**src/rtl/pbrd_pkg.sv**
```systemverilog
// ----------------------------------------------------------------------------
// pbrd_pkg
// Types and constants of the PackBits row decoder.
// ----------------------------------------------------------------------------
package pbrd_pkg;

  localparam int BYTE_W  = 8;
  localparam int PITCH_W = 15;
  localparam int TOTAL_W = 16;
  localparam int LEFT_W  = 18;
  localparam int CFG_W   = 16;
  localparam int IDX_W   = 1;

  typedef logic [BYTE_W-1:0]  byte_t;
  typedef logic [PITCH_W-1:0] pitch_t;
  typedef logic [TOTAL_W-1:0] total_t;
  typedef logic [LEFT_W-1:0]  left_t;
  typedef logic [CFG_W-1:0]   cfg_data_t;
  typedef logic [IDX_W-1:0]   cfg_idx_t;

  // register indexes on the configuration port
  localparam cfg_idx_t REG_ROW_PITCH = 1'b0;
  localparam cfg_idx_t REG_ROW_TOTAL = 1'b1;

  // pitch above this uses a two-byte row count
  localparam pitch_t PITCH_SHORT_MAX = 15'd250;
  // run length is RUN_BASE minus the code byte
  localparam logic [BYTE_W:0] RUN_BASE = 9'd257;
  localparam byte_t CODE_RUN_BIT = 8'h80;

  localparam pitch_t PITCH_RESET = '0;
  localparam total_t TOTAL_RESET = 16'd1;

endpackage

```
**src/rtl/packbits_row_decoder.sv**
```systemverilog
// ----------------------------------------------------------------------------
// packbits_row_decoder
// Decodes a PackBits pixel stream, one byte per cycle, into (pixel, repeat)
// pairs. Each row starts with a one-byte count (pitch up to 250) or a two-byte
// big-endian count. A byte is taken in every cycle in which in_stall is low;
// in_stall rises only while a finished result sits in the output register and
// out_stall holds it. A result appears in the output register on the cycle
// after the byte that causes it. A run or literal byte gives one result, a row
// count of zero gives an empty-row marker with repeat_count 0, code and count
// bytes give none. Write row_pitch and row_total only while the block is idle.
// ----------------------------------------------------------------------------
module packbits_row_decoder (
  input  logic              clk,
  input  logic              rst_n,
  input  logic              in_valid,
  output logic              in_stall,
  input  pbrd_pkg::byte_t   in_packed_byte,
  output logic              out_valid,
  input  logic              out_stall,
  output pbrd_pkg::byte_t   out_pixel_value,
  output pbrd_pkg::byte_t   out_repeat_count,
  output logic              out_row_end,
  output logic              out_image_end,
  input  logic              cfg_valid,
  output logic              cfg_ready,
  input  pbrd_pkg::cfg_idx_t  cfg_index,
  input  pbrd_pkg::cfg_data_t cfg_data
);
  import pbrd_pkg::*;

  typedef enum logic [2:0] {
    PH_LEN, PH_LEN_LO, PH_CODE, PH_RUN, PH_LIT
  } phase_t;

  phase_t phase_r, phase_nxt;
  byte_t  length_high_r, length_high_nxt;
  left_t  left_r, left_nxt;
  byte_t  literal_left_r, literal_left_nxt;
  byte_t  run_length_r, run_length_nxt;
  total_t rows_done_r, rows_done_nxt;
  pitch_t row_pitch_r;
  total_t row_total_r;

  logic   out_valid_r;
  byte_t  out_pixel_r, out_repeat_r;
  logic   out_row_end_r, out_image_end_r;

  logic   in_acc;
  logic   emit;
  byte_t  res_pix, res_rep;
  logic   res_row_end, res_img;
  logic   start, row_done;
  total_t count;
  total_t done_inc;
  byte_t  lit_dec;
  logic   left_le_zero;

  assign in_stall  = out_valid_r & out_stall;
  assign in_acc    = in_valid & ~in_stall;
  assign cfg_ready = 1'b1;

  assign left_le_zero = left_r[LEFT_W-1] | (left_r == '0);
  assign lit_dec      = literal_left_r - byte_t'(1);
  assign done_inc     = rows_done_r + total_t'(1);

  always_comb begin
    phase_nxt        = phase_r;
    length_high_nxt  = length_high_r;
    left_nxt         = left_r;
    literal_left_nxt = literal_left_r;
    run_length_nxt   = run_length_r;
    rows_done_nxt    = rows_done_r;
    emit             = 1'b0;
    res_pix          = in_packed_byte;
    res_rep          = byte_t'(1);
    res_row_end      = 1'b0;
    res_img          = 1'b0;
    start            = 1'b0;
    count            = {{(TOTAL_W-BYTE_W){1'b0}}, in_packed_byte};
    row_done         = 1'b0;

    unique case (phase_r)
      PH_LEN_LO: begin
        start = 1'b1;
        count = {length_high_r, in_packed_byte};
      end
      PH_CODE: begin
        if ((in_packed_byte & CODE_RUN_BIT) != '0) begin
          run_length_nxt = BYTE_W'(RUN_BASE - {1'b0, in_packed_byte});
          left_nxt       = left_r - left_t'(2);
          phase_nxt      = PH_RUN;
        end else begin
          literal_left_nxt = in_packed_byte + byte_t'(1);
          left_nxt         = left_r - left_t'(in_packed_byte) - left_t'(2);
          phase_nxt        = PH_LIT;
        end
      end
      PH_RUN: begin
        emit        = 1'b1;
        res_rep     = run_length_r;
        res_row_end = left_le_zero;
        phase_nxt   = PH_CODE;
      end
      PH_LIT: begin
        literal_left_nxt = lit_dec;
        emit             = 1'b1;
        if (lit_dec == '0) begin
          phase_nxt   = PH_CODE;
          res_row_end = left_le_zero;
        end
      end
      default: begin
        if (row_pitch_r <= PITCH_SHORT_MAX) begin
          start = 1'b1;
        end else begin
          length_high_nxt = in_packed_byte;
          phase_nxt       = PH_LEN_LO;
        end
      end
    endcase

    if (start) begin
      left_nxt = left_t'(count);
      if (count == '0) begin
        emit        = 1'b1;
        res_pix     = '0;
        res_rep     = '0;
        res_row_end = 1'b1;
      end else begin
        phase_nxt = PH_CODE;
      end
    end

    row_done = emit & res_row_end;
    if (row_done) begin
      res_img       = (done_inc == row_total_r);
      rows_done_nxt = res_img ? '0 : done_inc;
      phase_nxt     = PH_LEN;
    end
  end

  always_ff @(posedge clk) begin
    if (!rst_n) begin
      phase_r        <= PH_LEN;
      length_high_r  <= '0;
      left_r         <= '0;
      literal_left_r <= '0;
      run_length_r   <= '0;
      rows_done_r    <= '0;
      row_pitch_r    <= PITCH_RESET;
      row_total_r    <= TOTAL_RESET;
      out_valid_r    <= 1'b0;
    end else begin
      if (in_acc) begin
        phase_r        <= phase_nxt;
        length_high_r  <= length_high_nxt;
        left_r         <= left_nxt;
        literal_left_r <= literal_left_nxt;
        run_length_r   <= run_length_nxt;
        rows_done_r    <= rows_done_nxt;
      end
      if (cfg_valid && cfg_ready) begin
        unique case (cfg_index)
          REG_ROW_PITCH: row_pitch_r <= cfg_data[PITCH_W-1:0];
          REG_ROW_TOTAL: row_total_r <= cfg_data[TOTAL_W-1:0];
          default: ;
        endcase
      end
      if (!out_valid_r || !out_stall) begin
        out_valid_r <= in_acc & emit;
      end
    end
  end

  // result payload, loaded only when the register is free or draining
  always_ff @(posedge clk) begin
    if (in_acc && emit) begin
      out_pixel_r     <= res_pix;
      out_repeat_r    <= res_rep;
      out_row_end_r   <= res_row_end;
      out_image_end_r <= res_img;
    end
  end

  assign out_valid        = out_valid_r;
  assign out_pixel_value  = out_pixel_r;
  assign out_repeat_count = out_repeat_r;
  assign out_row_end      = out_row_end_r;
  assign out_image_end    = out_image_end_r;

endmodule

```
**config.mk**
```make
export PLATFORM = sky130hd
export DESIGN_NAME = packbits_row_decoder
export DESIGN_NICKNAME = d
export VERILOG_FILES = /design/src/rtl/pbrd_pkg.sv /design/src/rtl/packbits_row_decoder.sv
export SDC_FILE = /design/constraint.sdc
export NUM_CORES = 1
export LEC_CHECK = 0
export CORE_MARGIN = 10
export CORE_UTILIZATION = 60
export DETAILED_ROUTE_END_ITERATION = 10
export DONT_BUFFER_PORTS = 1
export GPL_TIMING_DRIVEN = 0
export PLACE_DENSITY = 0.83
export SYNTH_ARGS = -nofsm -noshare
export SYNTH_HDL_FRONTEND = slang
export SYNTH_SLANG_ARGS = --single-unit
```
**constraint.sdc**
```tcl
create_clock -name clk -period 8.3 [get_ports clk]
set_input_delay 0.415 -clock clk [delete_from_list [all_inputs] [get_ports clk]]
set_output_delay 0.415 -clock clk [all_outputs]
set_load 0.01 [all_outputs]
```
==> flow_summary.ini, run 1 <==
[timing]
fmax_mhz = 289
maxSlewHeadroom = 0.266
whs_ps = 155
rsz0062_at_grt = no
fin_setup_tns_ps = 0
setup_viol = 0
worst_clock_skew_ps = 10.9
worst_slew_pin_slew_ps = 1070
maxSlewViolCount = 0
hold_violations = 0
min_period_over_period = 0.418
layout_min_cycle_time_ps = 3470

[clock_network]
postCtsSetupRepairBufs = 0
clock_path_buffers = 2
cts.repair.resized = 0
clk_pin_slew_worst_paths_ps = 110
h-tree-depth = 3
root_buffer = clkbuf_8
cts-buffers-inserted = 9
cts_tree = built
postCtsHoldBufs = 0
clkLatencyLatePin_ps = 390
cts_num_sinks = 111

[synthesis]
synth_edf_count = 18
async_flop_share = 0
ys_ff_latch = 111
synth_top_area_cell = dfxtp_1
netlist_instances = 817
syn-num-nets = 872
netlist_area_um2 = 6540
seq_area_frac_synth = 0.367
ys_top_cells_by_count = nand2_1, dfxtp_1, a21oi_1
ys_warn_count = 0
syn_area_per_cell_um2 = 8.01
ys.flop_type = dfxtp_1
synth_top_area_share = 0.285
synthTopCellsByArea = dfxtp_1, edfxtp_1, nand2_1, a21oi_1, ha_1
yosys.cell_count.top_type = nand2_1
ys_types = 72

[layout]
area_growth_pct = 6.12
design_area_um2 = 6940
fin_util = 0.646
diodes = 0
final_nets = 884
drive_gt1_frac = 0.0576

[global_route]
grt_max_degree = 18
overflow = 0
globalRouteTotalUtil = 0.220
grt_pass1_vias = 5965
grt_first_pass_wirelength_mm = 29.3
antenna_found_initial = 0

[die]
fp.dieH_um = 124
die_x_um = 124
die_area_um2 = 15500
io_pins = 51
initial_core_util = 0.609
rows = 38
coreArea_um2 = 10700

[drt]
drt-pass1-iter-count = 8
drc = 0
routed_wl_mm = 18.0
wire_per_inst_um = 18.4
vias_per_cell = 6.45
detailroute.via_count = 6282
drtIter0Drc = 733
antenna_left = 0

[place]
portBuffers = 0
dp_hpwl_mm = 13.3
place_congestion = 1.02
place_area_um2 = 6740

[critical_path]
critPathCaptureType = flop
crit_path_max_incr_delay_ps = 970
r2r_slack_ps = 4830
r2r-end = left_r[12]$_SDFFE_PN0P_
path_max_fanout = 4
cp_slowest_cell = a2111oi_0
critPathLaunchType = flop
crit_type = reg -> reg
arrival_ps = 3790
required_ps = 8620
worstPathCellList = inv_1 -> ha_1 -> inv_1 -> ha_1 -> a211oi_1 -> o21bai_1 -> a2111oi_0 -> nor3_1 -> nor4b_1 -> a21oi_1 -> o21ai_1
r2r_cells = 11
r2r_start = left_r[2]$_SDFFE_PN0P_

[power_and_ir_drop]
p_per_area_nw_per_um2 = 202
leakagePower_nw = 2.55
vdd_drop_max_mv = 0.113

[job]
drv_cap = 0

[min_path]
min_path_cells = 2
hold_path_class = in -> reg
hold_end = row_total_r[0]$_SDFFE_PN1P_
hold_start = cfg_data[0]

[status]
status = complete, no violations
[power breakdown]
group          switching, mW  internal (mW)
logic                  0.273          0.168
clock network          0.188          0.156
registers             0.0331          0.582
total                  0.494          0.906
[layer usage]
metal,GRT usage,vias up,part of all wire
li1,-,2951,-
met1,0.276,2943,0.41
met2,0.362,335,0.47
met3,0.0387,53,0.084
met4,0.0960,0,0.029
met5,0,-,0
[critical path, delay by kind of cell (launching register included)]
kind | cells | cell delay (ps)
adders and majority gates | 2 | 580
AOI/OAI and AO/OA | 5 | 1640
buffers and inverters | 2 | 150
and+or+nand+nor | 2 | 610
DFF | 1 | 410
[flip-flops by register name, summed over array words and instances, names as in the netlist]
| signal | flops |
|---|---|
| left_r | 18 |
| row_total_r | 16 |
| rows_done_r | 16 |
| row_pitch_r | 15 |
| length_high_r | 8 |
| literal_left_r | 8 |
| out_pixel_value | 8 |
| out_repeat_count | 8 |
| run_length_r | 8 |
| phase_r | 3 |
| out_image_end | 1 |
| out_row_end | 1 |
| out_valid | 1 |
[logic make-up (layout without fill, tap and decap cells)]
kind of cell    after synthesis  after routing  share of synthesized area
simple gates                327            327                      0.248
compound gates              197            197                      0.197
flops                       111            111                      0.367
buf+inv                     101            118                     0.0627
xor+xnor                     44             44                     0.0589
fa+ha+maj                    25             25                     0.0489
mux                          11             11                     0.0168
other cells                   1              1                   0.000573
[how the worst max path moves through the flow]
| stage | slack, ps | start | endpoint | cells after the start |
|---|---|---|---|---|
| final | 4830 | left_r[2]$_SDFFE_PN0P_ | left_r[12]$_SDFFE_PN0P_ | 11 |
| after global routing | 4670 | left_r[2]$_SDFFE_PN0P_ | left_r[16]$_SDFFE_PN0P_ | 11 |
| after CTS | 4880 | left_r[2]$_SDFFE_PN0P_ | left_r[12]$_SDFFE_PN0P_ | 11 |
| after detailed placement | 4900 | left_r[2]$_SDFFE_PN0P_ | left_r[16]$_SDFFE_PN0P_ | 11 |
| after global placement | 4310 | in_packed_byte[5] | out_image_end$_SDFFCE_PN0P_ | 6 |
| after floorplan | 5040 | row_pitch_r[8]$_SDFFE_PN0P_ | out_image_end$_SDFFCE_PN0P_ | 5 |
[per-stage QoR]
step | cells | setup slack (ps) | total power, mW
6_report | 974 | 4830 | 1.40
5_1_grt | 974 | 4670 | 1.47
4_1_cts | 974 | 4880 | 1.39
3_5_place_dp | 958 | 4900 | 1.05
3_3_place_gp | 957 | 4310 | 1.03
2_1_floorplan | 817 | 5040 | 0.952
[cell type report]
type / instances / area (um^2)
Buffer: 58 / 249
Multi-Input combinational cell: 605 / 3740
Clock inverter: 5 / 56.3
Clock buffer: 11 / 151
Timing Repair Buffer: 1 / 11.3
Inverter: 43 / 161
Fill cell: 939 / 3800
Tap cell: 140 / 175
Sequential cell: 111 / 2400
[layout by cell type, fill, tap and decap left out, types with 8 or more instances in the layout]
master	count
a211oi_1	11
nand3_1	23
xor2_1	16
or3_1	9
nand4_1	25
ha_1	24
nor4_1	9
edfxtp_1	18
clkbuf_1	36
o221ai_1	9
mux2i_1	11
o211ai_1	20
xnor2_1	28
nor2_1	61
a21oi_1	67
and3_1	9
buf_2	12
nor3_1	19
dfxtp_1	93
nand2b_1	8
o21ai_0	28
inv_1	41
clkbuf_8	11
nand2_1	126
Power figures use the tool's default switching activity.
==> run 2, diff against run 1 <==
==> constraint.sdc (replaced) <==
create_clock -name clk -period 3.4 [get_ports clk]
set_input_delay 0.17 -clock clk [delete_from_list [all_inputs] [get_ports clk]]
set_output_delay 0.17 -clock clk [all_outputs]
set_load 0.01 [all_outputs]
==> run 2 against run 1 <==
Wire length rose by 2.6%. Highest routed layer unchanged. Critical path depth down 2. Die area is the same. Critical path type unchanged. Sequential power is 140% higher. Total power rose by 150%. Largest power group unchanged. Worst hold slack worse by 130 ps. Non-clock buffer count increased by 17. Largest cell class unchanged.
==> flow_summary.ini, run 2 (same netlist as run 1, synthesis figures left out) <==
[status]
status = complete, no violations

[clock_network]
clk_pin_slew_worst_paths_ps = 110
cts_num_sinks = 111
clkLatencyLatePin_ps = 390
cts-buffers-inserted = 9
clock_path_buffers = 2
root_buffer = clkbuf_8
cts_tree = built
h-tree-depth = 3
postCtsSetupRepairBufs = 0

[timing]
hold_violations = 0
maxSlewViolCount = 0
fin_ws_ps = 167
rsz0062_at_grt = no
fin_setup_tns_ps = 0
layout_min_cycle_time_ps = 3230
min_period_over_period = 0.951
setup_viol = 0
maxSlewHeadroom = 0.462
worst_slew_pin_slew_ps = 808
fmax_mhz = 309
worst_clock_skew_ps = 9.33

[critical_path]
critPathCaptureType = flop
crit_type = reg -> reg
crit_path_max_incr_delay_ps = 480
path_max_fanout = 10
worstPathCellList = ha_1 -> nand4_1 -> nor4_2 -> xnor2_1 -> a2111oi_0 -> nand4_1 -> clkbuf_1 -> nand4b_1 -> o221ai_1
cp_common_cell = nand4_1
cp_slowest_cell = dfxtp_1
critPathLaunchType = flop
required_ps = 3670
arrival_ps = 3500

[die]
io_pins = 51
initial_core_util = 0.609
rows = 38
coreArea_um2 = 10700
die_area_um2 = 15500
fp.dieH_um = 124
die_x_um = 124

[power_and_ir_drop]
p_seq_frac = 0.435
pwr-share-clk = 0.245
combPwrFrac = 0.320
sw_frac_of_total = 0.355
p_per_area_nw_per_um2 = 484
switchingPower_mw = 1.23
intPower_mw = 2.23
leakagePower_nw = 2.62
vdd_drop_max_mv = 0.275

[drt]
drt-pass1-iter-count = 7
routed_wl_mm = 18.4
vias_per_cell = 6.42
drc = 0
detailroute.via_count = 6369
drtIter0Drc = 778
antenna_left = 0
wire_per_inst_um = 18.6

[global_route]
globalRouteTotalUtil = 0.227
overflow = 0
grt_first_pass_wirelength_mm = 30.0
grt_max_degree = 18
grt_pass1_vias = 6116
antenna_found_initial = 1

[min_path]
hold_path_class = in -> reg

[layout]
area_growth_pct = 9.08
fin_cells = 992
fin_util = 0.664
reg_top3 = left_r x18, row_total_r x16, rows_done_r x16
drive_gt1_frac = 0.0588
largest_register_ffs = 18
largest-register = left_r
mostFrequentLayoutCells = nand2_1, dfxtp_1, a21oi_1
layout_commonest_cell = nand2_1
final_nets = 901
design_area_um2 = 7140

[place]
dp_hpwl_mm = 13.3
portBuffers = 0
place_congestion = 1.02
place_area_um2 = 6740
dp_cells = 958
post-place-ws_ps = 2.07

[job]
drv_cap = 0
-- run 2: changes by cell type in the layout (fill, tap and decap cells not counted), sizes merged --
cell,previous run,this run
dlygate4sd3,0,17
diode,0,1
-- run 2: final timing paths --
kind	end	depth (start not counted)	startpoint	slack, ps
hold / removal	left_r[1]$_SDFFE_PN0P_	2	in_packed_byte[1]	20
hold reg to reg	row_pitch_r[4]$_SDFFE_PN0P_	2	row_pitch_r[4]$_SDFFE_PN0P_	460
setup reg to reg	rows_done_r[10]$_SDFFE_PN0P_	9	rows_done_r[0]$_SDFFE_PN0P_	170
setup / recovery	rows_done_r[10]$_SDFFE_PN0P_	9	rows_done_r[0]$_SDFFE_PN0P_	170
-- run 2: power by group through the flow --
stage	clock [mW]	sequential, mW	combinational (mW)
3_3_place_gp	0	1.52	0.998
5_1_grt	0.893	1.51	1.22
4_1_cts	0.838	1.50	1.07
3_5_place_dp	0	1.53	1.04
6_report	0.847	1.50	1.10
2_1_floorplan	0	1.50	0.819
-- run 2: repair_timing --
action | in CTS | in global routing
hold buffers | 17 | 0
resized for setup | 1 | 3
endpoints found under the setup margin | 2 | 12
hold endpoints to repair | 32 | 0
-- run 2: cell type report --
| type | count | area (um^2) |
|---|---|---|
| antenna | 1 | 2.50 |
| buffer | 58 | 249 |
| clock buffer | 11 | 151 |
| clock inverter | 5 | 56.3 |
| fill | 901 | 3610 |
| inverter | 43 | 161 |
| multi-input combinational | 605 | 3760 |
| sequential | 111 | 2400 |
| tap | 140 | 175 |
| timing repair buffer | 18 | 181 |
-- run 2: stage by stage --
stage	hold slack [ps]	power [mW]
after floorplan	294	2.32
after global placement	305	2.52
after detailed placement	304	2.56
after CTS	6.16	3.40
after global routing	16.8	3.62
final	20.9	3.45
-- run 2: metal layers --
metal / wire length [um] / track usage / vias up
met2: 8690 / 0.370 / 355
met3: 1740 / 0.0426 / 66
met1: 7330 / 0.279 / 2972
li1: - / - / 2976
met4: 647 / 0.114 / 0
met5: 0 / 0 / -
-- run 2: critical path: cells and delay by family (launching register included) --
family	cells	cell delay [ps]
AO/OA/AOI/OAI	2	580
adder cells (fa/ha/maj)	1	320
buffers and inverters	1	380
AND/OR/NAND/NOR	4	1210
flip-flops	1	480
XOR/XNOR	1	130
==> run 3, diff against run 2 <==
--- a/config.mk
+++ b/config.mk
@@ -11,6 +11,7 @@
 export DONT_BUFFER_PORTS = 1
 export GPL_TIMING_DRIVEN = 0
 export PLACE_DENSITY = 0.83
+export REMOVE_ABC_BUFFERS = 1
 export SYNTH_ARGS = -nofsm -noshare
 export SYNTH_HDL_FRONTEND = slang
 export SYNTH_SLANG_ARGS = --single-unit
==> run 3 against run 2 <==
Setup slack better by 3.6 ps. Flip-flop and latch count unchanged. Non-clock buffer count down 42. Design area down 0.28%. Worst hold slack worse by 4.2 ps. Global-route usage about the same. Total power up 2.8%. Count of clock-buffer cells in the layout up 2. Critical path depth unchanged. Sequential power about the same. Critical path type unchanged. Critical endpoint is now rows_done_r[4]$_SDFFE_PN0P_.
==> flow_summary.ini, run 3 (same netlist as run 1, synthesis figures left out) <==
[global_route]
grt_pass1_vias = 6019
grt_first_pass_wirelength_mm = 30.1
globalRouteTotalUtil = 0.227
grt_max_degree = 55
antenna_found_initial = 0
overflow = 0

[critical_path]
worstPathCellList = inv_1 -> ha_1 -> o21bai_1 -> a211o_1 -> a311oi_1 -> a21boi_1 -> o31ai_4 -> nand2b_1 -> o221ai_1
r2r_slack_ps = 170
critPathCaptureType = flop
crit_path_max_incr_delay_ps = 580
arrival_ps = 3490
crit_type = reg -> reg
required_ps = 3660
cp_slowest_cell = a311oi_1
critPathLaunchType = flop
path_max_fanout = 7

[layout]
largest-register = left_r
final_nets = 861
reg_top3 = left_r x18, row_total_r x16, rows_done_r x16
fin_cells = 951
fin_util = 0.662
layout_commonest_cell = nand2_1
mostFrequentLayoutCells = nand2_1, dfxtp_1, a21oi_1
largest_register_ffs = 18
area_growth_pct = 8.78
nFillCells = 891
design_area_um2 = 7120
drive_gt1_frac = 0.0518
diodes = 0

[clock_network]
cts_num_sinks = 111
h-tree-depth = 3
root_buffer = clkbuf_8
clkLatencyLatePin_ps = 390
clk_pin_slew_worst_paths_ps = 100
cts-buffers-inserted = 9
clock_path_buffers = 2
cts_tree = built

[place]
place_congestion = 0.946
place_area_um2 = 6510
dp_hpwl_mm = 11.7
portBuffers = 0
dp_cells = 901

[power_and_ir_drop]
p_per_area_nw_per_um2 = 499
vdd_drop_max_mv = 0.413
leakagePower_nw = 2.59

[timing]
maxSlewHeadroom = 0.163
worst_slew_pin_slew_ps = 1250
maxSlewViolCount = 0
hold_violations = 0
worst_clock_skew_ps = 12.7
setup_viol = 0
rsz0062_at_grt = no
layout_min_cycle_time_ps = 3230
fmax_mhz = 310
whs_ps = 16.6
min_period_over_period = 0.950

[die]
initial_core_util = 0.609
die_x_um = 124
fp.dieH_um = 124
die_area_um2 = 15500
rows = 38
io_pins = 51
coreArea_um2 = 10700

[drt]
antenna_left = 0
vias_per_cell = 6.59
drc = 0
routed_wl_mm = 18.0
drtIter0Drc = 814
drt-pass1-iter-count = 6
wire_per_inst_um = 18.9
detailroute.via_count = 6269

[status]
status = complete, no violations

[min_path]
hold_path_class = in -> reg

[job]
drv_cap = 0
run 3: changes by cell type in the layout (fill, tap and decap cells not counted), moves of 4 or more:
cell | before | now
buf_1 | 6 | 0
clkbuf_1 | 36 | 3
buf_4 | 2 | 6
buf_2 | 12 | 0
dlygate4sd3_1 | 17 | 26
run 3: critical path: cells and delay by family (launching register included):
kind	cells	cell delay, ps
AOI/OAI and AO/OA	6	1950
DFF	1	470
and+or+nand+nor	1	300
adders and majority gates	1	290
buffers and inverters	1	80
run 3: power breakdown:
group / internal [mW] / switching, mW / leakage, nW
Clock: 0.511 / 0.438 / 0.118
Sequential: 1.42 / 0.109 / 0.922
Combinational: 0.422 / 0.649 / 1.55
run 3: final timing paths:
check,from,endpoint,depth (start not counted)
max,literal_left_r[0]$_SDFFE_PN0P_,rows_done_r[4]$_SDFFE_PN0P_,9
max reg2reg,literal_left_r[0]$_SDFFE_PN0P_,rows_done_r[4]$_SDFFE_PN0P_,9
min,in_packed_byte[1],left_r[1]$_SDFFE_PN0P_,2
min reg2reg,run_length_r[7]$_SDFFE_PN0P_,run_length_r[7]$_SDFFE_PN0P_,2
run 3: final cells by class:
| cell class | instances | area, um^2 | area share |
|---|---|---|---|
| clock buffer | 13 | 149 | 0.0209 |
| clock inverter | 3 | 90.1 | 0.0127 |
| inverter | 43 | 161 | 0.0227 |
| multi-input combinational | 607 | 3800 | 0.534 |
| sequential | 111 | 2400 | 0.337 |
| tap | 140 | 175 | 0.0246 |
| timing repair buffer | 34 | 337 | 0.0473 |
run 3: metrics by stage:
step                      power [mW]  setup slack, ps  setup TNS [ps]
after floorplan                 2.27              136               0
after global placement          2.45             -502          -12010
after detailed placement        2.50             -677           -7690
after CTS                       3.50             43.9               0
after global routing            3.74             36.5               0
final                           3.55              171               0
run 3: per-layer routing:
metal / part of all wire / track usage
met5: 0 / 0
met4: 0.035 / 0.0953
met3: 0.085 / 0.0553
met2: 0.48 / 0.375
met1: 0.40 / 0.274
run 3: repair_timing:
item	CTS	global route
endpoints found under the setup margin	17	35
gates resized for setup	3	5
gates cloned	2	0
endpoints found under the hold margin	66	0
pin swaps	2	2
setup buffers	3	3
hold buffers	26	0
